## src/hdl/fpst_pkg.sv

```systemverilog
package fpst_pkg;

    localparam int INDEX_W = 10;
    localparam int VALUE_W = 32;
    localparam int TOTAL_W = 42;
    localparam int CFG_W   = 11;
    localparam int EPOCH_W = 16;
    localparam int PADDR_W = 3;
    localparam int PDATA_W = 32;

    localparam logic             CMD_SET  = 1'b0;
    localparam logic             CMD_FILL = 1'b1;
    localparam logic             REG_ENTRIES_IN_USE = 1'b0;
    localparam logic [CFG_W-1:0] ENTRIES_IN_USE_RESET = 11'd1024;

    typedef enum logic [1:0] {
        ST_CLEAR,
        ST_IDLE,
        ST_UPDATE
    } fpst_state_t;

    typedef struct packed {
        logic load;
        logic commit;
        logic sweep;
    } fpst_ctl_t;

    typedef struct packed {
        logic sweep_last;
        logic wrap;
    } fpst_stat_t;

endpackage

```

## src/hdl/fpst_ctrl.sv

```systemverilog
module fpst_ctrl
    import fpst_pkg::*;
(
    input  logic       clk,
    input  logic       rst_n,
    input  logic       item_valid,
    output logic       item_ready,
    output logic       result_valid,
    input  logic       result_ready,
    output fpst_ctl_t  ctl,
    input  fpst_stat_t stat
);

    fpst_state_t state_reg, state_next;
    logic        out_valid_reg, out_valid_next;

    always_ff @(posedge clk or negedge rst_n)
    begin
        if (!rst_n)
        begin
            state_reg     <= ST_CLEAR;
            out_valid_reg <= 1'b0;
        end
        else
        begin
            state_reg     <= state_next;
            out_valid_reg <= out_valid_next;
        end
    end

    always_comb
    begin
        state_next = state_reg;
        item_ready = 1'b0;
        ctl        = '0;
        case (state_reg)
            ST_CLEAR:
            begin
                ctl.sweep = 1'b1;
                if (stat.sweep_last)
                begin
                    state_next = ST_IDLE;
                end
            end
            ST_IDLE:
            begin
                item_ready = 1'b1;
                ctl.load   = item_valid;
                if (item_valid)
                begin
                    state_next = ST_UPDATE;
                end
            end
            ST_UPDATE:
            begin
                // wait for the result register to free up
                ctl.commit = !out_valid_reg || result_ready;
                if (ctl.commit)
                begin
                    state_next = stat.wrap ? ST_CLEAR : ST_IDLE;
                end
            end
            default:
            begin
                state_next = ST_CLEAR;
            end
        endcase

        if (ctl.commit)
        begin
            out_valid_next = 1'b1;
        end
        else if (result_ready)
        begin
            out_valid_next = 1'b0;
        end
        else
        begin
            out_valid_next = out_valid_reg;
        end
    end

    assign result_valid = out_valid_reg;

endmodule

```

## config.mk

```make
export PLATFORM = sky130hd
export DESIGN_NAME = fpst_ctrl
export DESIGN_NICKNAME = d
export VERILOG_FILES = /design/src/hdl/fpst_pkg.sv /design/src/hdl/fpst_ctrl.sv
export SDC_FILE = /design/constraint.sdc
export NUM_CORES = 1
export LEC_CHECK = 0
export ABC_AREA = 1
export BUFFER_PORTS_ARGS = -buffer_cell sky130_fd_sc_hd__buf_2
export CAP_MARGIN = 20
export CORE_AREA = 3 3 40 42
export DETAILED_ROUTE_END_ITERATION = 8
export DIE_AREA = 0 0 43 45
export GPL_ROUTABILITY_DRIVEN = 0
export PLACE_DENSITY = 0.31
export SYNTH_ARGS = -nofsm -noshare
export SYNTH_HDL_FRONTEND = slang
export SYNTH_SLANG_ARGS = --single-unit
```

## constraint.sdc

```tcl
create_clock -name clk -period 1.2 [get_ports clk]
set_clock_uncertainty 0.05 [all_clocks]
set_input_delay 0.24 -clock clk [delete_from_list [all_inputs] [get_ports clk]]
set_output_delay 0.24 -clock clk [all_outputs]
set_load 0.005 [all_outputs]
```

==> metrics.csv <==
metric,value,unit
synth_top_cell_area_share,42.9,%
dpl_worst_slack,0.134,ns
synth.avg_cell_area,6.74,um2
viasPerCell,3.48,
worst_slew_pin_slew,0.165,ns
overflow,0,
path_clk_slew,0.04,ns
drv_slew,0,
violations,setup timing,
drt_first_iter_violations,7,
drc_errors,0,
grt_pass1_wl,607,um
multi_input_area,77.6,um2
critical_path_peak_fanout,3,
vias,202,
busiest_layer,met2,
insertedDiodeCount,0,
setup_viol,4,
final.setup.worst_slack,-0.0805,ns
yosysSeqAreaShare,42.9,%
fmax,781,MHz
synth_warnings,0,
chipWidth,43,um
synth_mux_area_share,0,%
grt_usage,4.33,%
wl_per_cell,7.48,um
cp_slowest_cell,dfrtp_1,
finalPower,0.000723,W
regArea,75.1,um2
hold_ws,0.159,ns
clk_latency,0.23,ns
grtUsageMet2,8.68,%
largest_register_ffs,2,
cts_buffers,3,
drive_above_1_share,53.5,%
crit_arrival,0.99,ns
synth_simple_gate_area_share,31.4,%
async_flop_share,100,%
maxCapViolations,0,
maxSlewHeadroom,89.0,%
ioPinCount,11,
power_per_cell_area,2300,nW/um2
setup.worst_path.end_class,primary output,
core_area,1280,um2
synth_nets,32,
period_minus_slack,1.28,ns
clock_sinks,3,
use_met3,2.39,%
status,finished with violations,
ant_nets,0,
floorplan.die_area,1940,um2
clock_tree.buffer_depth,2,
hold_violations,0,
synth_compound_area_share,5.71,%
synth_fa_ha_area_share,0,%
placement.io_buffers,10,
cts_tree,yes,
synth_edf_count,0,
ys_top_cells_by_area,"dfrtp_1 (43%), nand2_1 (15%), inv_1 (8.6%)",
htreeDepth,1,
ys_types,10,
yosysMostFrequentCell,nand2_1,
period_share,107,%
syn_area,175,um2
drt-total-wl,434,um
synth_top_family_by_area,simple AND/OR/NAND/NOR gates,
syn_to_final_growth,79.3,%
drt_pass1_iterations,3,
grt_pass1_vias,179,
grt_start_max_net_pins,4,
grt_util_met1,3.38,%
ys.flop_type,dfrtp_1,
required,0.91,ns
nets,50,
netlist_instances,26,
antenna_found_initial,0,
p_leak,0.180,nW
cpPeakStageDelay,0.41,ns
die_h,45,um
crit_chain,nor2_4 -> inv_2 -> nor2_1 -> buf_2,
synthTopCellsByCount,"nand2_1 (7), inv_1 (4), dfrtp_1 (3), nor2_1 (3)",
worstSetupPathType,reg -> out,
rsz0062_at_grt,true,
row_count,13,
clock-root-buffer,clkbuf_4,
hp-class,in -> reg,
initial_core_util,13.6,%
ys_ff_latch,3,
peakVddDrop,0.545,mV
yosys.area.top_type,dfrtp_1,
hpwl,334,um
fillCellCount,156,
synthXorXnorAreaFrac,0,%
start_kind,register,
==> power breakdown <==
part / total, W / internal [W] / switching (W) / leakage [nW]
registers: 0.000183 / 0.000145 / 0.0000383 / 0.0386
logic: 0.000363 / 0.000186 / 0.000178 / 0.127
clock network: 0.000177 / 0.000125 / 0.0000524 / 0.0150
==> critical path, delay by kind of cell, from the launching register on <==
| family | cells | cell delay, ns |
|---|---|---|
| buf+inv | 2 | 0.15 |
| flops | 1 | 0.41 |
| simple gates | 2 | 0.20 |
==> cells by family after synthesis <==
group           Yosys count
compound gates            2
buf+inv                   8
flops                     3
simple gates             13
==> through the flow <==
step	TNS, ns	utilization (%)	instance area, um2	std cells
after CTS	-0.190	23.5	302	57
final	-0.217	24.4	314	58
after global placement	0	18.4	236	50
after detailed placement	0	18.4	236	50
after floorplan	0	-	175	26
after global routing	-0.452	24.4	314	58
==> routing by layer <==
layer | wire length, um | up-vias
met5 | 0 | -
met4 | 0 | 0
met3 | 22 | 0
met2 | 234 | 5
met1 | 178 | 87
li1 | - | 110
==> cell usage in the layout (no fill, tap or decap) <==
| master | instances |
|---|---|
| buf_4 | 3 |
| nand3_1 | 1 |
| dfrtp_1 | 3 |
| nand2_1 | 6 |
| clkinv_2 | 1 |
| buf_2 | 9 |
| clkbuf_4 | 3 |
| dlygate4sd3_1 | 1 |
| nor2_1 | 3 |
| nand2_2 | 1 |
| inv_2 | 3 |
| inv_1 | 3 |
| buf_6 | 1 |
| o21ai_1 | 2 |
| clkbuf_1 | 1 |
| nor2_4 | 2 |
==> what timing repair did <==
item / in CTS / in global routing
gates resized for setup: 3 / 2
setup endpoints to repair: 3 / 4
hold endpoints to repair: 3 / 0
pin swaps: 1 / 1
setup buffers: 2 / 1
hold buffers: 1 / 0
==> final cells by class <==
type                            instances  area share (%)
Tap cell                               15            5.98
Clock buffer                            4            8.37
Sequential cell                         3            23.9
Timing Repair Buffer                   14            28.3
Multi-Input combinational cell         15            24.7
Inverter                                7            8.76
==> final timing paths <==
check	start	endpoint	slack, ns	depth (start not counted)
worst max register to register	state_reg[0]	state_reg[0]	0.20	5
worst min-delay path	result_ready	result_valid	0.16	2
worst max-delay path	state_reg[0]	ctl[1]	-0.08	4
max in group asynchronous	rst_n	state_reg[0]	0.71	2
min in group asynchronous	rst_n	result_valid	0.28	2
worst min register to register	result_valid	result_valid	0.49	2
(Power assumes the default switching activity.)
